<file path="src/hw/rtl/bvm_pkg.sv">
// Shared types and constants of the byte VM execute unit.
// Used by the channel interfaces, every RTL module and the checker.
`timescale 1ns / 1ps

package bvm_pkg;

    // Sizing of the machine state
    localparam int DATA_BYTES  = 4;
    localparam int STACK_DEPTH = 16;
    localparam int REG_COUNT   = 4;

    localparam int REG_IDX_W   = (REG_COUNT > 1) ? $clog2(REG_COUNT) : 1;
    localparam int DATA_IDX_W  = (DATA_BYTES > 1) ? $clog2(DATA_BYTES) : 1;
    localparam int STACK_IDX_W = (STACK_DEPTH > 1) ? $clog2(STACK_DEPTH) : 1;
    localparam int STACK_CNT_W = $clog2(STACK_DEPTH + 1);

    // Field widths
    localparam int BYTE_W   = 8;
    localparam int VALUE_W  = 17;
    localparam int IP_W     = 9;
    localparam int STATUS_W = 3;
    localparam int FLAG_W   = 2;

    localparam logic [BYTE_W-1:0] BYTE_MAX       = 8'hFF;
    localparam logic [BYTE_W-1:0] CODE_LIMIT_RST = 8'd88;
    localparam logic [IP_W-1:0]   IP_STEP        = 9'd3;

    // Divider runs one quotient bit per cycle
    localparam int DIV_STEPS = BYTE_W;
    localparam int DIV_CNT_W = $clog2(DIV_STEPS + 1);

    typedef enum logic [BYTE_W-1:0] {
        OP_ADD  = 8'd0,
        OP_SUB  = 8'd1,
        OP_MUL  = 8'd2,
        OP_DIV  = 8'd3,
        OP_MOD  = 8'd4,
        OP_STP  = 8'd5,
        OP_LDI  = 8'd6,
        OP_ADR  = 8'd7,
        OP_SUR  = 8'd8,
        OP_INC  = 8'd9,
        OP_DEC  = 8'd10,
        OP_JMP  = 8'd11,
        OP_CMP  = 8'd12,
        OP_JE   = 8'd13,
        OP_STI  = 8'd14,
        OP_LDM  = 8'd15,
        OP_PUSH = 8'd16,
        OP_POP  = 8'd17
    } op_t;

    typedef enum logic [STATUS_W-1:0] {
        ST_RUN    = 3'd0,
        ST_STOP   = 3'd1,
        ST_END    = 3'd2,
        ST_BADOP  = 3'd3,
        ST_BADREG = 3'd4,
        ST_OVER   = 3'd5,
        ST_UNDER  = 3'd6
    } status_t;

    typedef enum logic [FLAG_W-1:0] {
        FLAG_POS = 2'd0,
        FLAG_EQ  = 2'd1,
        FLAG_NEG = 2'd2
    } flag_t;

    // Controller -> datapath
    typedef struct packed {
        logic in_ready;
        logic commit_exec;
        logic start_div;
        logic commit_div;
    } ctrl_cmd_t;

    // Datapath -> controller
    typedef struct packed {
        logic in_valid;
        logic needs_div;
        logic div_busy;
        logic out_free;
    } ctrl_status_t;

endpackage

</file>
<file path="src/hw/rtl/bvm_if.sv">
// Valid/ready channel interfaces: instruction in, result out.
// Depends on bvm_pkg.
`timescale 1ns / 1ps

interface bvm_instr_if;
    import bvm_pkg::*;

    logic              valid;
    logic              ready;
    logic [BYTE_W-1:0] func;
    logic [BYTE_W-1:0] left;
    logic [BYTE_W-1:0] right;

    modport source (output valid, output func, output left, output right, input ready);
    modport sink   (input valid, input func, input left, input right, output ready);
endinterface

interface bvm_result_if;
    import bvm_pkg::*;

    logic                      valid;
    logic                      ready;
    logic signed [VALUE_W-1:0] value;
    logic [IP_W-1:0]           next_ip;
    status_t                   status;
    logic [BYTE_W-1:0]         exit_code;

    modport source (output valid, output value, output next_ip, output status,
                    output exit_code, input ready);
    modport sink   (input valid, input value, input next_ip, input status,
                    input exit_code, output ready);
endinterface

</file>
<file path="src/hw/rtl/bvm_divider.sv">
// Bit-serial restoring divider, 8-bit by 8-bit, one quotient bit per cycle.
// Depends on bvm_pkg. Divisor is nonzero whenever started.
`timescale 1ns / 1ps

module bvm_divider (
    input  logic                        clk,
    input  logic                        rst_n,
    input  logic                        start,
    input  logic [bvm_pkg::BYTE_W-1:0]  dividend,
    input  logic [bvm_pkg::BYTE_W-1:0]  divisor,
    output logic                        busy,
    output logic [bvm_pkg::BYTE_W-1:0]  quotient,
    output logic [bvm_pkg::BYTE_W-1:0]  remainder
);
    import bvm_pkg::*;

    logic                 busy_reg;
    logic [DIV_CNT_W-1:0] cnt_reg;
    logic [BYTE_W-1:0]    quo_reg;
    logic [BYTE_W-1:0]    rem_reg;
    logic [BYTE_W-1:0]    dvs_reg;
    logic [BYTE_W:0]      shifted;
    logic [BYTE_W:0]      trial;
    logic                 fits;

    // One restoring step
    always_comb
    begin
        shifted = {rem_reg, quo_reg[BYTE_W-1]};
        trial   = shifted - {1'b0, dvs_reg};
        fits    = shifted >= {1'b0, dvs_reg};
    end

    // Step counter
    always_ff @(posedge clk or negedge rst_n)
    begin
        if (!rst_n)
        begin
            busy_reg <= 1'b0;
            cnt_reg  <= '0;
        end
        else if (start)
        begin
            busy_reg <= 1'b1;
            cnt_reg  <= DIV_CNT_W'(DIV_STEPS);
        end
        else if (busy_reg)
        begin
            cnt_reg <= cnt_reg - DIV_CNT_W'(1);
            if (cnt_reg == DIV_CNT_W'(1))
            begin
                busy_reg <= 1'b0;
            end
        end
    end

    // Partial remainder and quotient
    always_ff @(posedge clk)
    begin
        if (start)
        begin
            quo_reg <= dividend;
            rem_reg <= '0;
            dvs_reg <= divisor;
        end
        else if (busy_reg)
        begin
            quo_reg <= {quo_reg[BYTE_W-2:0], fits};
            rem_reg <= fits ? trial[BYTE_W-1:0] : shifted[BYTE_W-1:0];
        end
    end

    assign busy      = busy_reg;
    assign quotient  = quo_reg;
    assign remainder = rem_reg;

endmodule

</file>
<file path="src/hw/rtl/bvm_controller.sv">
// Sequencing of the execute unit: instructions committed on acceptance and divide waits.
// Depends on bvm_pkg; drives the datapath through ctrl_cmd_t.
`timescale 1ns / 1ps

module bvm_controller (
    input  logic                  clk,
    input  logic                  rst_n,
    input  bvm_pkg::ctrl_status_t sts,
    output bvm_pkg::ctrl_cmd_t    cmd
);
    import bvm_pkg::*;

    typedef enum logic [1:0] {
        S_IDLE = 2'b01,
        S_DIV  = 2'b10
    } state_t;

    state_t state_reg;
    state_t state_next;

    // Next state and commands
    always_comb
    begin
        state_next = state_reg;
        cmd        = '0;
        case (state_reg)
            S_IDLE:
            begin
                cmd.in_ready = sts.out_free;
                if (sts.in_valid && sts.out_free)
                begin
                    if (sts.needs_div)
                    begin
                        cmd.start_div = 1'b1;
                        state_next    = S_DIV;
                    end
                    else
                    begin
                        cmd.commit_exec = 1'b1;
                    end
                end
            end
            S_DIV:
            begin
                if (!sts.div_busy && sts.out_free)
                begin
                    cmd.commit_div = 1'b1;
                    state_next     = S_IDLE;
                end
            end
            default:
            begin
                state_next = S_IDLE;
            end
        endcase
    end

    always_ff @(posedge clk or negedge rst_n)
    begin
        if (!rst_n)
        begin
            state_reg <= S_IDLE;
        end
        else
        begin
            state_reg <= state_next;
        end
    end

endmodule

</file>
<file path="src/hw/rtl/bvm_datapath.sv">
// Machine state, instruction decode and execute, result register, divider.
// Depends on bvm_pkg, bvm_if and bvm_divider; sequenced by bvm_controller.
`timescale 1ns / 1ps

module bvm_datapath (
    input  logic                       clk,
    input  logic                       rst_n,
    input  logic                       cfg_wr_en,
    input  logic [bvm_pkg::BYTE_W-1:0] cfg_wr_data,
    bvm_instr_if.sink                  instr,
    bvm_result_if.source               result,
    input  bvm_pkg::ctrl_cmd_t         cmd,
    output bvm_pkg::ctrl_status_t      sts
);
    import bvm_pkg::*;

    // Architectural state
    logic [BYTE_W-1:0]      gp_regs_reg [REG_COUNT];
    logic [BYTE_W-1:0]      data_mem_reg [DATA_BYTES];
    logic [BYTE_W-1:0]      stack_mem_reg [STACK_DEPTH];
    logic [STACK_CNT_W-1:0] stack_cnt_reg;
    flag_t                  cmp_flag_reg;
    logic [IP_W-1:0]        ip_reg;
    logic                   halted_reg;
    logic [BYTE_W-1:0]      code_limit_reg;
    logic                   div_mod_reg;

    // Result register
    logic                   out_valid_reg;
    logic [VALUE_W-1:0]     out_value_reg;
    logic [IP_W-1:0]        out_next_ip_reg;
    status_t                out_status_reg;
    logic [BYTE_W-1:0]      out_exit_reg;

    // Decode / execute
    logic [BYTE_W-1:0]      l;
    logic [BYTE_W-1:0]      r;
    logic [IP_W-1:0]        ip_seq;
    logic                   at_end;
    logic                   l_reg_ok;
    logic                   r_reg_ok;
    logic                   l_mem_ok;
    logic                   r_mem_ok;
    logic [BYTE_W-1:0]      reg_l;
    logic [BYTE_W-1:0]      cmp_a;
    logic [BYTE_W-1:0]      cmp_b;
    logic [2*BYTE_W-1:0]    product;
    logic [STACK_CNT_W-1:0] top_idx;
    logic [BYTE_W-1:0]      alu_v;

    logic [VALUE_W-1:0]     ex_value;
    logic [IP_W-1:0]        ex_next;
    status_t                ex_status;
    logic [BYTE_W-1:0]      ex_exit;
    logic                   reg_we;
    logic [BYTE_W-1:0]      reg_wdata;
    logic                   cmp_we;
    flag_t                  cmp_wdata;
    logic                   mem_we;
    logic                   push;
    logic                   pop;

    logic                   div_busy;
    logic [BYTE_W-1:0]      div_quo;
    logic [BYTE_W-1:0]      div_rem;
    logic                   out_free;

    assign l         = instr.left;
    assign r         = instr.right;
    assign ip_seq    = ip_reg + IP_STEP;
    assign at_end    = ip_reg >= {1'b0, code_limit_reg};
    assign l_reg_ok  = l < BYTE_W'(REG_COUNT);
    assign r_reg_ok  = r < BYTE_W'(REG_COUNT);
    assign l_mem_ok  = l < BYTE_W'(DATA_BYTES);
    assign r_mem_ok  = r < BYTE_W'(DATA_BYTES);
    assign reg_l     = l_reg_ok ? gp_regs_reg[l[REG_IDX_W-1:0]] : BYTE_MAX;
    assign cmp_a     = reg_l;
    assign cmp_b     = r_reg_ok ? gp_regs_reg[r[REG_IDX_W-1:0]] : BYTE_MAX;
    assign product   = (2*BYTE_W)'(l) * (2*BYTE_W)'(r);
    assign top_idx   = stack_cnt_reg - STACK_CNT_W'(1);

    // Register-update ALU for LDI / ADR / SUR / INC / DEC
    always_comb
    begin
        case (op_t'(instr.func))
            OP_LDI:  alu_v = r;
            OP_ADR:  alu_v = reg_l + r;
            OP_SUR:  alu_v = reg_l - r;
            OP_INC:  alu_v = reg_l + BYTE_W'(1);
            default: alu_v = reg_l - BYTE_W'(1);
        endcase
    end

    // Combinational execute
    always_comb
    begin
        ex_value  = '0;
        ex_next   = ip_seq;
        ex_status = ST_RUN;
        ex_exit   = '0;
        reg_we    = 1'b0;
        reg_wdata = alu_v;
        cmp_we    = 1'b0;
        cmp_wdata = FLAG_POS;
        mem_we    = 1'b0;
        push      = 1'b0;
        pop       = 1'b0;
        if (halted_reg)
        begin
            ex_status = ST_STOP;
            ex_next   = ip_reg;
        end
        else if (at_end)
        begin
            ex_status = ST_END;
            ex_next   = ip_reg;
        end
        else
        begin
            case (op_t'(instr.func))
                OP_ADD: ex_value = VALUE_W'(l) + VALUE_W'(r);
                OP_SUB: ex_value = VALUE_W'(l) - VALUE_W'(r);
                OP_MUL: ex_value = VALUE_W'(product);
                // nonzero divisor goes to the divider; zero divisor gives 0
                OP_DIV, OP_MOD: ex_value = '0;
                OP_STP:
                begin
                    ex_status = ST_STOP;
                    ex_exit   = l;
                    ex_value  = VALUE_W'(l);
                end
                OP_LDI, OP_ADR, OP_SUR, OP_INC, OP_DEC:
                begin
                    if (!l_reg_ok)
                    begin
                        ex_status = ST_BADREG;
                    end
                    else
                    begin
                        reg_we   = 1'b1;
                        ex_value = VALUE_W'(alu_v);
                    end
                end
                OP_JMP:
                begin
                    ex_next  = IP_W'(l);
                    ex_value = VALUE_W'(l);
                end
                OP_CMP:
                begin
                    cmp_we = 1'b1;
                    if (cmp_a == cmp_b)
                    begin
                        cmp_wdata = FLAG_EQ;
                    end
                    else if (cmp_a < cmp_b)
                    begin
                        cmp_wdata = FLAG_NEG;
                    end
                    ex_value = VALUE_W'(cmp_wdata);
                end
                OP_JE:
                begin
                    if (cmp_flag_reg == FLAG_EQ)
                    begin
                        ex_next  = IP_W'(l);
                        ex_value = VALUE_W'(l);
                    end
                    else
                    begin
                        ex_value = VALUE_W'(BYTE_MAX);
                    end
                end
                OP_STI:
                begin
                    mem_we   = l_mem_ok;
                    ex_value = l_mem_ok ? VALUE_W'(r) : VALUE_W'(BYTE_MAX);
                end
                OP_LDM:
                begin
                    if (r_mem_ok)
                    begin
                        reg_we    = l_reg_ok;
                        reg_wdata = data_mem_reg[r[DATA_IDX_W-1:0]];
                        ex_value  = l_reg_ok ? VALUE_W'(reg_wdata) : VALUE_W'(BYTE_MAX);
                    end
                    else
                    begin
                        ex_value = VALUE_W'(BYTE_MAX);
                    end
                end
                OP_PUSH:
                begin
                    if (stack_cnt_reg >= STACK_CNT_W'(STACK_DEPTH))
                    begin
                        ex_status = ST_OVER;
                    end
                    else
                    begin
                        push     = 1'b1;
                        ex_value = VALUE_W'(l);
                    end
                end
                OP_POP:
                begin
                    if (stack_cnt_reg == '0)
                    begin
                        ex_status = ST_UNDER;
                    end
                    else
                    begin
                        pop       = 1'b1;
                        reg_we    = l_reg_ok;
                        reg_wdata = stack_mem_reg[top_idx[STACK_IDX_W-1:0]];
                        ex_value  = l_reg_ok ? VALUE_W'(reg_wdata) : VALUE_W'(BYTE_MAX);
                    end
                end
                default: ex_status = ST_BADOP;
            endcase
        end
    end

    // Status toward the controller
    assign out_free      = !out_valid_reg || result.ready;
    assign sts.in_valid  = instr.valid;
    assign sts.out_free  = out_free;
    assign sts.div_busy  = div_busy;
    assign sts.needs_div = !halted_reg && !at_end && (r != '0)
                           && ((op_t'(instr.func) == OP_DIV) || (op_t'(instr.func) == OP_MOD));

    assign instr.ready = cmd.in_ready;

    bvm_divider u_divider (
        .clk       (clk),
        .rst_n     (rst_n),
        .start     (cmd.start_div),
        .dividend  (l),
        .divisor   (r),
        .busy      (div_busy),
        .quotient  (div_quo),
        .remainder (div_rem)
    );

    // Control state: ip, flags, halt, stack pointer, registers, data bytes
    always_ff @(posedge clk or negedge rst_n)
    begin
        if (!rst_n)
        begin
            code_limit_reg <= CODE_LIMIT_RST;
            ip_reg         <= '0;
            halted_reg     <= 1'b0;
            cmp_flag_reg   <= FLAG_POS;
            stack_cnt_reg  <= '0;
            for (int i = 0; i < REG_COUNT; i++)
            begin
                gp_regs_reg[i] <= '0;
            end
            for (int i = 0; i < DATA_BYTES; i++)
            begin
                data_mem_reg[i] <= '0;
            end
        end
        else
        begin
            if (cfg_wr_en)
            begin
                code_limit_reg <= cfg_wr_data;
            end
            if (cmd.commit_exec)
            begin
                ip_reg     <= ex_next;
                halted_reg <= halted_reg || (ex_status != ST_RUN);
                if (cmp_we)
                begin
                    cmp_flag_reg <= cmp_wdata;
                end
                if (reg_we)
                begin
                    gp_regs_reg[l[REG_IDX_W-1:0]] <= reg_wdata;
                end
                if (mem_we)
                begin
                    data_mem_reg[l[DATA_IDX_W-1:0]] <= r;
                end
                if (push)
                begin
                    stack_cnt_reg <= stack_cnt_reg + STACK_CNT_W'(1);
                end
                else if (pop)
                begin
                    stack_cnt_reg <= top_idx;
                end
            end
            else if (cmd.commit_div)
            begin
                ip_reg <= ip_seq;
            end
        end
    end

    // Stack storage and divide/modulo select
    always_ff @(posedge clk)
    begin
        if (cmd.commit_exec && push)
        begin
            stack_mem_reg[stack_cnt_reg[STACK_IDX_W-1:0]] <= l;
        end
        if (cmd.start_div)
        begin
            div_mod_reg <= (op_t'(instr.func) == OP_MOD);
        end
    end

    // Result register valid
    always_ff @(posedge clk or negedge rst_n)
    begin
        if (!rst_n)
        begin
            out_valid_reg <= 1'b0;
        end
        else if (cmd.commit_exec || cmd.commit_div)
        begin
            out_valid_reg <= 1'b1;
        end
        else if (result.ready)
        begin
            out_valid_reg <= 1'b0;
        end
    end

    // Result register payload
    always_ff @(posedge clk)
    begin
        if (cmd.commit_exec)
        begin
            out_value_reg   <= ex_value;
            out_next_ip_reg <= ex_next;
            out_status_reg  <= ex_status;
            out_exit_reg    <= ex_exit;
        end
        else if (cmd.commit_div)
        begin
            out_value_reg   <= VALUE_W'(div_mod_reg ? div_rem : div_quo);
            out_next_ip_reg <= ip_seq;
            out_status_reg  <= ST_RUN;
            out_exit_reg    <= '0;
        end
    end

    assign result.valid     = out_valid_reg;
    assign result.value     = out_value_reg;
    assign result.next_ip   = out_next_ip_reg;
    assign result.status    = out_status_reg;
    assign result.exit_code = out_exit_reg;

endmodule

</file>
<file path="src/hw/rtl/byte_vm_instruction_execute.sv">
// Execute unit of the byte VM: one fetched instruction in, one result out.
// Every instruction other than DIV or MOD with a nonzero divisor is accepted
// and executed in the same cycle, so the unit takes one transaction per clock
// as long as the result side keeps up and no divide is pending; the result
// sits in an output register, and a new instruction is taken in the same
// cycle the previous result is taken. DIV and MOD with a nonzero divisor
// take longer: the accept cycle loads the bit-serial divider, which then
// produces one quotient bit per cycle, and the result register is loaded once
// the divider is done and the result side is free; no instruction is taken meanwhile.
// code_limit may only be written while no transaction is in flight.
// Depends on bvm_pkg, bvm_if, bvm_controller, bvm_datapath.
`timescale 1ns / 1ps

module byte_vm_instruction_execute (
    input  logic                       clk,
    input  logic                       rst_n,
    input  logic                       cfg_wr_en,
    input  logic [bvm_pkg::BYTE_W-1:0] cfg_wr_data,
    bvm_instr_if.sink                  instr,
    bvm_result_if.source               result
);
    import bvm_pkg::*;

    ctrl_cmd_t    cmd;
    ctrl_status_t sts;

    // Sequencer
    bvm_controller u_controller (
        .clk   (clk),
        .rst_n (rst_n),
        .sts   (sts),
        .cmd   (cmd)
    );

    // State, execute logic and result register
    bvm_datapath u_datapath (
        .clk         (clk),
        .rst_n       (rst_n),
        .cfg_wr_en   (cfg_wr_en),
        .cfg_wr_data (cfg_wr_data),
        .instr       (instr),
        .result      (result),
        .cmd         (cmd),
        .sts         (sts)
    );

endmodule

</file>
<file path="src/flat_wrapper.sv">
// flat-port wrapper written by rule: the top's interface ports become plain ports
module byte_vm_instruction_execute_flat import bvm_pkg::*;
  (clk, rst_n, cfg_wr_en, cfg_wr_data, instr_valid, instr_func, instr_left, instr_right, instr_ready, result_valid, result_value, result_next_ip, result_status, result_exit_code, result_ready);
  bvm_instr_if instr_i ();
  bvm_result_if result_i ();
  input  logic clk;
  input  logic rst_n;
  input  logic cfg_wr_en;
  input  logic [bvm_pkg::BYTE_W-1:0] cfg_wr_data;
  input wire logic [$bits(instr_i.valid)-1:0] instr_valid;
  input wire logic [$bits(instr_i.func)-1:0] instr_func;
  input wire logic [$bits(instr_i.left)-1:0] instr_left;
  input wire logic [$bits(instr_i.right)-1:0] instr_right;
  output wire logic [$bits(instr_i.ready)-1:0] instr_ready;
  output wire logic [$bits(result_i.valid)-1:0] result_valid;
  output wire logic [$bits(result_i.value)-1:0] result_value;
  output wire logic [$bits(result_i.next_ip)-1:0] result_next_ip;
  output wire logic [$bits(result_i.status)-1:0] result_status;
  output wire logic [$bits(result_i.exit_code)-1:0] result_exit_code;
  input wire logic [$bits(result_i.ready)-1:0] result_ready;
  assign instr_i.valid = instr_valid;
  assign instr_i.func = instr_func;
  assign instr_i.left = instr_left;
  assign instr_i.right = instr_right;
  assign instr_ready = instr_i.ready;
  assign result_valid = result_i.valid;
  assign result_value = result_i.value;
  assign result_next_ip = result_i.next_ip;
  assign result_status = result_i.status;
  assign result_exit_code = result_i.exit_code;
  assign result_i.ready = result_ready;
  byte_vm_instruction_execute u_core (.clk(clk), .rst_n(rst_n), .cfg_wr_en(cfg_wr_en), .cfg_wr_data(cfg_wr_data), .instr(instr_i), .result(result_i));
endmodule
</file>
<file path="config.mk">
export PLATFORM = sky130hd
export DESIGN_NAME = byte_vm_instruction_execute_flat
export DESIGN_NICKNAME = d
export VERILOG_FILES = /design/src/hw/rtl/bvm_pkg.sv /design/src/hw/rtl/bvm_if.sv /design/src/hw/rtl/bvm_divider.sv /design/src/hw/rtl/bvm_controller.sv /design/src/hw/rtl/bvm_datapath.sv /design/src/hw/rtl/byte_vm_instruction_execute.sv /design/src/flat_wrapper.sv
export SDC_FILE = /design/constraint.sdc
export NUM_CORES = 1
export LEC_CHECK = 0
export ABC_AREA = 1
export BUFFER_PORTS_ARGS = -buffer_cell sky130_fd_sc_hd__buf_2
export CORE_MARGIN = 3
export CORE_UTILIZATION = 57
export CTS_CLUSTER_DIAMETER = 30
export DETAILED_ROUTE_END_ITERATION = 12
export GPL_TIMING_DRIVEN = 0
export PLACE_DENSITY_LB_ADDON = 0.08
export SLEW_MARGIN = 10
export SYNTH_ARGS = -nofsm -noshare
export SYNTH_HDL_FRONTEND = slang
export SYNTH_HIERARCHICAL = 1
export SYNTH_SLANG_ARGS = --single-unit
</file>
<file path="constraint.sdc">
create_clock -name clk -period 3.7 [get_ports clk]
set_input_delay 0.74 -clock clk [delete_from_list [all_inputs] [get_ports clk]]
set_output_delay 0.74 -clock clk [all_outputs]
set_load 0.05 [all_outputs]
</file>
# --- Word level (Yosys, flattened, before mapping) ---
# Memory sizes are Yosys's and may differ from the RTL's.
# Index checks and enable logic that the tools add are counted.
word_totals:
  in_bits: 37
  n_memories: 1
  ramBits: 128
  out_inout_bits: 39
  register_bits: 159
  word_cells: 208
mem_list:
  columns: ["name", "depth", "word_bits", "rd", "rd_clocked_by_memory_dff", "write_ports", "line_no", "text"]
  rows:
  - ["u_core.u_datapath.stack_mem_reg", 16, 8, 1, 0, 1, "bvm_datapath.sv:20", "logic [BYTE_W-1:0] stack_mem_reg [STACK_DEPTH];"]
classes:
  addsub: 11
  bitwise_logic: 2
  mul: 1
  eq_ne: 25
  order_cmp: 9
  reduce_logical: 31
  n_mux: 103
ops:
  columns: ["operator", "n"]
  rows:
  - ["8-bit 2-to-1 mux", 30]
  - ["17-bit case mux with 11 select lines", 1]
  - ["17-bit 2-to-1 mux", 4]
  - ["32-bit bitwise mux", 2]
  - ["8-bit by 4-bit == test with 1-bit output, second input constant", 8]
  - ["8-bit binary-select mux with 2-bit select", 3]
  - ["9-bit 2-to-1 mux", 5]
  - ["8-bit by 3-bit == test with 1-bit output, second input constant", 4]
  - ["8-bit case mux with 4 select lines", 1]
  - ["1-bit 2-to-1 mux", 30]
  - ["3-bit 2-to-1 mux", 8]
  - ["9-bit by 8-bit >= comparator with 1-bit output", 2]
  - ["2-bit 2-to-1 mux", 9]
  - ["9-bit case mux with 2 select lines", 1]
  - ["8-bit demux with 2-bit select", 1]
  - ["8-bit by 2-bit == test with 1-bit output, second input constant", 2]
  - ["8-bit by 5-bit == test with 1-bit output, second input constant", 2]
  - ["8-bit by 3-bit less-than comparator with 1-bit output, second input constant", 2]
  - ["8-bit by 8-bit multiplier with 16-bit output", 1]
  - ["8-bit case mux with 2 select lines", 1]
  - ["8-bit subtractor", 2]
  - ["3-bit case mux with 5 select lines", 1]
  - ["5-bit 2-to-1 mux", 2]
  - ["10-bit OR reduction", 1]
  - ["36 further kinds", 59]

# --- Logic depth before layout (Yosys ltp) ---
# Gate-level depths: netlist of the first run.
logic_depth:
  word_depth: 12
  ltp_mapped: 25
  mapped_depth_nobuf: 22

# --- Cells and area by module ---
# The synthesis of the first run kept the hierarchy.
by_module_without_submodules:
  columns: ["mod", "cells_each", "n_inst", "seq_area_each_um2", "area_per_inst_um2"]
  rows:
  - ["bvm_datapath", 2019, 1, 7240.7, 16734.8]
  - ["bvm_divider", 197, 1, 765.7, 1670.4]
  - ["bvm_controller", 23, 1, 51.3, 150.1]

# --- Least setup slack after synthesis of the first run ---
# No wires, ideal clock.
synth_timing:
  path_type: "input port to flip-flop"
  startpoint: "input port instr_left[0]"
  endpoint: "register u_core.u_datapath.out_value_reg[13], in the netlist u_core/u_datapath/result.value[13], data pin"
  setup_ns: 0.253
  arrival_time_ns: 4.632
  cell_stages: 20
  path_buffers: 2
  setup_slack_ns: -1.185
  cell_sequence: "clkbuf_1 -> clkbuf_1 -> nand2_1 -> fa_1 -> fa_1 -> inv_1 -> fa_1 -> inv_1 -> fa_1 -> inv_1 -> ha_1 -> nand2_1 -> nand2_1 -> a21oi_1 -> o21ai_0 -> nand3_1 -> nand2_1 -> nand2_1 -> nand3_1 -> nand2_1"
synth_via:
  elab_chain_cells: 5
  elab_cells_between_ends: 6
  classes_between: "1 x add/sub; 1 x mul; 4 x mux"
synth_rtl:
  columns: ["item", "line_no", "text"]
  rows:
  - ["from (decl)", "flat_wrapper.sv:12", "input wire logic [$bits(instr_i.left)-1:0] instr_left;"]
  - ["8-bit by 8-bit multiplier with 16-bit output or 8-bit by 8-bit subtractor with 9-bit output (tied branches)", "bvm_datapath.sv:79, bvm_datapath.sv:122", null]
  - ["17-bit case mux with 11 select lines *", "bvm_datapath.sv:120", "case (op_t'(instr.func))"]
  - ["17-bit 2-to-1 mux *", "bvm_datapath.sv:113", "else if (at_end)"]
  - ["17-bit 2-to-1 mux *", "bvm_datapath.sv:108", "if (halted_reg)"]
  - ["17-bit 2-to-1 mux *", "bvm_datapath.sv:334", "if (cmd.commit_exec)"]
  - ["to (signal assigned)", "bvm_datapath.sv:336", "out_value_reg <= ex_value;"]
  - ["to (signal assigned)", "bvm_datapath.sv:343", "out_value_reg <= VALUE_W'(div_mod_reg ? div_rem : div_quo);"]
  - ["to (decl)", "bvm_datapath.sv:30", "logic [VALUE_W-1:0] out_value_reg;"]
# Mark *: on every way between the ends. The rest lies on a longest branch, timed or not.
# A chain may end at the register's enable or synchronous reset.

# --- Worst setup path after layout of the first run ---
layout_timing:
  startpoint: "input port instr_left[5]"
  endpoint: "register u_core.u_datapath.out_value_reg[7], in the netlist u_core/u_datapath/result.value[7], data pin"
layout_via:
  elab_chain_cells: 9
  elab_cells_between_ends: 20
  classes_between: "6 x add/sub; 1 x mul; 1 x order compare; 12 x mux"
layout_rtl:
  columns: ["item", "line_no", "text"]
  rows:
  - ["8-bit by 3-bit less-than comparator with 1-bit output", "bvm_datapath.sv:72, bvm_datapath.sv:74", null]
  - ["8-bit 2-to-1 mux", "bvm_datapath.sv:76", "assign reg_l = l_reg_ok ? gp_regs_reg[l[REG_IDX_W-1:0]] : BYTE_MAX;"]
  - ["8-bit by 1-bit subtractor with 8-bit output (tied with other cells)", "bvm_datapath.sv:90", "default: alu_v = reg_l - BYTE_W'(1);"]
  - ["8-bit case mux with 4 select lines", "bvm_datapath.sv:85", "case (op_t'(instr.func))"]
  - ["8-bit 2-to-1 mux", "bvm_datapath.sv:134", "if (!l_reg_ok)"]
  - ["17-bit case mux with 11 select lines *", "bvm_datapath.sv:120", null]
  - ["17-bit 2-to-1 mux *", "bvm_datapath.sv:113", null]
  - ["17-bit 2-to-1 mux *", "bvm_datapath.sv:108", null]
  - ["17-bit 2-to-1 mux *", "bvm_datapath.sv:334", null]
# Marks and branches as above.

==> results of run 1 <==
==> through the flow <==
stage,hold WS (ps),instances,setup TNS [ps]
final,13.8,2937,-3480
after global routing,14.7,2937,-4590
after CTS,4.06,2898,-2910
after detailed placement,469,2749,-340080
after global placement,461,2748,-333590
after floorplan,444,2239,-5290
==> kinds of logic after synthesis <==
group / after synthesis / synth area share, %
flip-flops: 287 / 43.4
AND/OR/NAND/NOR: 971 / 22.8
AO/OA/AOI/OAI: 395 / 12.3
multiplexers: 26 / 1.41
adder cells (fa/ha/maj): 131 / 10.5
buffers and inverters: 411 / 8.75
XOR/XNOR: 18 / 0.931
==> path summary, 6_finish.rpt <==
kind,from,to,depth (start not counted)
worst max-delay path,instr_left[5],u_core/u_datapath/result.value[7],23
worst min-delay path,rst_n,u_core/u_datapath/u_divider/cnt_reg[2],1
worst max register to register,u_core/u_datapath/stack_cnt_reg[0],u_core/u_datapath/result.value[0],14
worst min register to register,u_core/u_datapath/data_mem_reg[9],u_core/u_datapath/data_mem_reg[9],2
max in group asynchronous,rst_n,u_core/u_datapath/data_mem_reg[0],2
min in group clk,cfg_wr_data[7],u_core/u_datapath/code_limit_reg[7],3
==> per-layer routing <==
layer / vias up / wire (um)
li1: 7874 / -
met1: 8381 / 25100
met2: 1024 / 28400
met3: 225 / 5810
met4: 0 / 2700
met5: - / 0
==> power groups by stage <==
stage	Sequential, mW	Combinational, mW	Clock [mW]
after global routing	3.59	3.11	5.82
final	3.59	2.86	5.60
after detailed placement	3.64	2.03	0
after global placement	3.64	1.99	0
after CTS	3.59	2.43	5.62
after floorplan	3.75	1.41	0
==> worst max-delay path, delay by kind of cell <==
kind | cells | cell delay (ps)
and+or+nand+nor | 10 | 970
adders and majority gates | 5 | 2200
buffers and inverters | 8 | 600
==> timing repair <==
action                     4_1_cts  5_1_grt
pin swaps                       56       53
setup endpoints to repair      288      267
setup buffers                   35       41
resized for setup              167      128
hold endpoints to repair         0        0
gates cloned                     4        2
==> cell type report <==
| type | instances | area [um2] |
|---|---|---|
| buffer | 72 | 698 |
| clock buffer | 71 | 1630 |
| clock inverter | 44 | 528 |
| fill | 2228 | 8080 |
| inverter | 331 | 1270 |
| multi-input combinational | 1541 | 9530 |
| sequential | 287 | 8060 |
| tap | 435 | 544 |
| timing repair buffer | 155 | 1460 |
| timing repair inverter | 1 | 5.00 |
==> synthesized netlist by cell type, drive strengths merged, types with 2 or more instances <==
cell type / instances
clkinv: 3
a31oi: 6
and2: 3
o211ai: 48
dfstp: 4
xnor2: 5
a211oi: 3
inv: 328
fa: 40
a21o: 3
nand3: 121
nor2: 249
clkbuf: 41
nand3b: 11
o21ai: 201
o21a: 6
xor2: 13
ha: 91
o22ai: 9
mux2i: 25
buf: 39
or2: 8
edfxtp: 182
o221ai: 6
o2111ai: 11
nand4: 20
dfxtp: 8
dfrtp: 93
nor3: 18
nor4: 4
a21oi: 81
a22oi: 14
a41oi: 2
nand2: 535
==> results.sh, run 1 <==
export IMPL_status="finished with violations"
export IMPL_violations="negative setup slack"
export IMPL_post_place_ws_ps=-1760
export IMPL_rrSetupSlack_ps=-40
export IMPL_p_clk_share_pct=46.5
export IMPL_period_share_pct=112
export IMPL_synthesis_area_mm2=0.0186
export IMPL_hp_class="in2async"
export IMPL_pwr_share_seq_pct=29.8
export IMPL_p_leak_nw=11.1
export IMPL_ir_worst_vdd_uv=500
export IMPL_period_minus_slack_ps=4160
export IMPL_cp_end_kind="register"
export IMPL_vias_per_cell=5.96
export IMPL_fin_area_mm2=0.0237
export IMPL_diodes=0
export IMPL_cts_tree="yes"
export IMPL_grt_usage_pct=34.2
export IMPL_comb_power_share_pct=23.7
export IMPL_worstPathMaxFanout=4
export IMPL_clock_fmax_mhz=240
export IMPL_postSynthAreaPerCell_um2=8.29
export IMPL_finalClockSkew_ps=37.2
export IMPL_p_int_mw=8.40
export IMPL_die_w_um=186
export IMPL_wire_per_inst_um=21.1
export IMPL_yosysWarnings=6
export IMPL_crit_chain="buf_16 -> clkbuf_16 -> nand2_4 -> inv_2 -> fa_1 -> inv_1 -> fa_1 -> inv_1 -> fa_1 -> inv_1 -> fa_1 -> inv_2 -> ha_4 -> inv_2 -> nand4_1 -> nand3_4 -> nand3_2 -> nor2_2 -> nand3_1 -> nor2_2 -> nand2_2 -> nand2_2 -> nand2_2"
export IMPL_wirelength_um=62100
export IMPL_yosys_top_cells_area="edfxtp_1 (29%), dfrtp_1 (13%), nand2_1 (10%)"
export IMPL_ys_flop_type="edfxtp_1"
export IMPL_ant_nets=0
export IMPL_syn_num_nets=2407
export IMPL_async_reset_ff_share_pct=33.8
export IMPL_max_slew_margin_pct=41.4
export IMPL_synth_edf_count=182
export IMPL_vias=17500
export IMPL_drtIter0Drc=2004
export IMPL_antenna_found_initial=0
export IMPL_cp_required_ps=4060
export IMPL_placed_area_mm2=0.0198
export IMPL_overflow=0
export IMPL_drc=0
export IMPL_cpMaxStageDelayCell="fa_1"
export IMPL_dp_hpwl_um=41400
export IMPL_startpoint_type="primary input"
export IMPL_grt_pass1_vias=16600
export IMPL_first_pass_iters=6
export IMPL_busiest_layer="met2"
export IMPL_critPathMostFrequentCell="fa_1"
export IMPL_start_util_pct=58.4
export IMPL_hold_violations=0
export IMPL_globalRouteMet3Util_pct=5.75
export IMPL_numCtsBuffers=61
export IMPL_rsz0062_at_grt="true"
export IMPL_cts_hold_buf=0
export IMPL_use_met1_pct=47.7
export IMPL_grt_start_max_net_pins=66
export IMPL_power_share_switching_pct=30.3
export IMPL_coreArea_mm2=0.0318
export IMPL_cts_path_max_buffers=3
export IMPL_drive_gt1_share_pct=21.2
export IMPL_max_stage_delay_ps=530
export IMPL_largest_reg_flops=128
export IMPL_die_y_um=186
export IMPL_gr_usage_met2_pct=53.6
export IMPL_cts_sinks=287
export IMPL_mostFrequentLayoutCell="nand2_1"
export IMPL_root_buffer="clkbuf_16"
export IMPL_synth_top_area_cell="edfxtp_1"
export IMPL_globalplace_congestion=0.982
export IMPL_ys_ff_latch=287
export IMPL_utilization_pct=74.6
export IMPL_clk_transition_reported_paths_ps=50
export IMPL_ys_types=62
export IMPL_syn_to_final_growth_pct=27.8
export IMPL_rows=65
export IMPL_arrival_ps=4520
export IMPL_drv_cap=0
export IMPL_tightest_slew_ps=875
export IMPL_grt_first_pass_wirelength_um=93200
export IMPL_final_net_count=2618
export IMPL_portBuffers=74
export IMPL_slew_viol_final=0
export IMPL_power_total_mw=12.0
export IMPL_critical_path_class="in2reg"
export IMPL_io_pins=76
export IMPL_p_switching_mw=3.65
export IMPL_insertion_delay_ps=620
export IMPL_h_tree_depth=2
export IMPL_syn_inst=2239
export IMPL_worst_slack_ps=-461
export IMPL_synth_top_area_share_pct=29.5
export IMPL_yosysSeqAreaShare_pct=43.4
export IMPL_layout_common_cells="nand2_1 (487), inv_1 (283), nor2_1 (203)"
export IMPL_p_per_area_mw_per_mm2=508
export IMPL_setup_violations=12
export IMPL_die_area_mm2=0.0348
Note: power is estimated with default switching activity, not from simulation.
==> run 2, diff against run 1 <==
Settings changed: CORE_UTILIZATION 57 to 30.
==> results.sh, run 2 (synthesized netlist as in run 1, its figures left out) <==
export IMPL_status="finished with violations"
export IMPL_violations="negative setup slack"
export IMPL_drive_gt1_share_pct=21.3
export IMPL_setup_violations=11
export IMPL_vias=16600
export IMPL_numCtsBuffers=83
export IMPL_h_tree_depth=3
export IMPL_r2r_start="u_core/u_datapath/stack_cnt_reg[0]"
export IMPL_max_stage_delay_ps=550
export IMPL_timing_rr_end="u_core/u_datapath/gp_regs_reg[6]"
export IMPL_critPathMostFrequentCell="fa_1"
export IMPL_finalClockSkew_ps=37.5
export IMPL_diodes=0
export IMPL_wire_per_inst_um=20.5
export IMPL_fin_tns_setup_ps=-2750
export IMPL_globalplace_congestion=0.900
export IMPL_start_util_pct=30.5
export IMPL_startpoint_type="primary input"
export IMPL_largest_reg_flops=128
export IMPL_period_share_pct=110
export IMPL_insertion_delay_ps=620
export IMPL_period_minus_slack_ps=4080
export IMPL_clk_transition_reported_paths_ps=40
export IMPL_root_buffer="clkbuf_16"
export IMPL_wirelength_um=68200
export IMPL_grt_start_max_net_pins=58
export IMPL_fin_area_mm2=0.0250
export IMPL_hold_slack_ps=37.1
export IMPL_die_w_um=255
export IMPL_placed_area_mm2=0.0202
export IMPL_worstPathMaxFanout=5
export IMPL_coreArea_mm2=0.0608
export IMPL_hp_class="in2async"
export IMPL_cts_path_max_buffers=3
export IMPL_layout_common_cells="nand2_1 (492), inv_1 (295), nor2_1 (206)"
export IMPL_r2r_cells=17
export IMPL_overflow=0
export IMPL_slew_viol_final=0
export IMPL_drtIter0Drc=1099
export IMPL_cts_hold_buf=0
export IMPL_n_fill_cell=6128
export IMPL_vias_per_cell=4.98
export IMPL_antenna_found_initial=1
export IMPL_clock_fmax_mhz=245
export IMPL_rrSetupSlack_ps=180
export IMPL_worst_slack_ps=-377
export IMPL_die_area_mm2=0.0649
export IMPL_ir_worst_vdd_uv=549
export IMPL_hold_violations=0
export IMPL_drc=0
export IMPL_tightest_slew_ps=951
export IMPL_io_pins=76
export IMPL_cp_required_ps=4060
export IMPL_cts_sinks=287
export IMPL_dp_hpwl_um=49000
export IMPL_crit_end="u_core/u_datapath/result.value[7]"
export IMPL_grt_usage_pct=21.0
export IMPL_mostFrequentLayoutCell="nand2_1"
export IMPL_crit_chain="buf_16 -> clkbuf_16 -> clkbuf_16 -> nand2_4 -> fa_1 -> fa_1 -> inv_1 -> fa_1 -> inv_1 -> fa_1 -> inv_2 -> ha_4 -> inv_2 -> nand4_1 -> nand3_4 -> nand3_2 -> nor2_1 -> nand3_1 -> nor2_1 -> nand2_1 -> nand2_2 -> nand2_2"
export IMPL_syn_to_final_growth_pct=34.6
export IMPL_rows=90
export IMPL_critical_path_class="in2reg"
export IMPL_final_net_count=2647
export IMPL_cts_tree="yes"
export IMPL_cpMaxStageDelayCell="fa_1"
export IMPL_die_y_um=255
export IMPL_grt_pass1_vias=16400
export IMPL_ant_nets=0
export IMPL_max_slew_margin_pct=36.4
export IMPL_cp_end_kind="register"
export IMPL_grt_first_pass_wirelength_um=102000
export IMPL_p_leak_nw=11.6
export IMPL_portBuffers=74
export IMPL_drv_cap=0
export IMPL_crit_start="instr_left[0]"
export IMPL_arrival_ps=4440
export IMPL_first_pass_iters=8
export IMPL_utilization_pct=41.1
export IMPL_p_per_area_mw_per_mm2=537
export IMPL_rsz0062_at_grt="true"
==> run 2: critical path: cells and delay by family <==
| kind | cells | cell delay (ps) |
|---|---|---|
| fa+ha+maj | 5 | 2190 |
| simple gates | 10 | 890 |
| buf+inv | 7 | 610 |
==> run 2: timing repair <==
action / 4_1_cts / 5_1_grt
setup buffers: 43 / 40
gates cloned: 4 / 1
hold endpoints to repair: 0 / 0
pin swaps: 36 / 41
endpoints found under the setup margin: 317 / 265
resized for setup: 196 / 69
==> run 2: how the worst min path moves through the flow <==
stage | end | cells after the start
final | u_core/u_datapath/u_divider/cnt_reg[3] | 1
after floorplan | u_core/u_controller/state_reg[1] | 0
after global routing | u_core/u_datapath/u_divider/busy | 1
after detailed placement | u_core/u_datapath/data_mem_reg[12] | 2
after CTS | u_core/u_datapath/u_divider/busy | 1
after global placement | u_core/u_datapath/data_mem_reg[17] | 2
==> run 2: report_power, final <==
part | internal, mW | total, mW | leakage (nW) | switching, mW
logic | 1.06 | 2.62 | 7.26 | 1.56
clock network | 5.03 | 7.20 | 1.40 | 2.17
registers | 3.53 | 3.59 | 2.92 | 0.0670
total | 9.62 | 13.4 | 11.6 | 3.80
==> run 2: layout make-up <==
type | instances | area [um2] | share of cell area (%)
Buffer | 73 | 718 | 2.88
Inverter | 331 | 1280 | 5.12
Timing Repair Buffer | 162 | 1560 | 6.25
Tap cell | 782 | 978 | 3.92
Sequential cell | 287 | 8060 | 32.3
Multi-Input combinational cell | 1541 | 9510 | 38.1
Clock inverter | 52 | 671 | 2.69
Clock buffer | 101 | 2200 | 8.80
==> run 2: per-stage QoR <==
stage	cells	worst slack (ps)	power (mW)
4_1_cts	3290	-355	13.4
2_1_floorplan	2239	-603	5.16
5_1_grt	3329	-564	14.1
6_report	3329	-377	13.4
3_3_place_gp	3095	-1900	5.76
3_5_place_dp	3096	-1930	5.75
==> run 2: routing by layer <==
layer	global-route usage [%]	share of wire, %	vias up
met4	7.97	3.2	0
met5	0	0	-
met2	32.8	45	507
met1	29.1	46	8045
met3	3.74	5.9	123
li1	-	-	7914
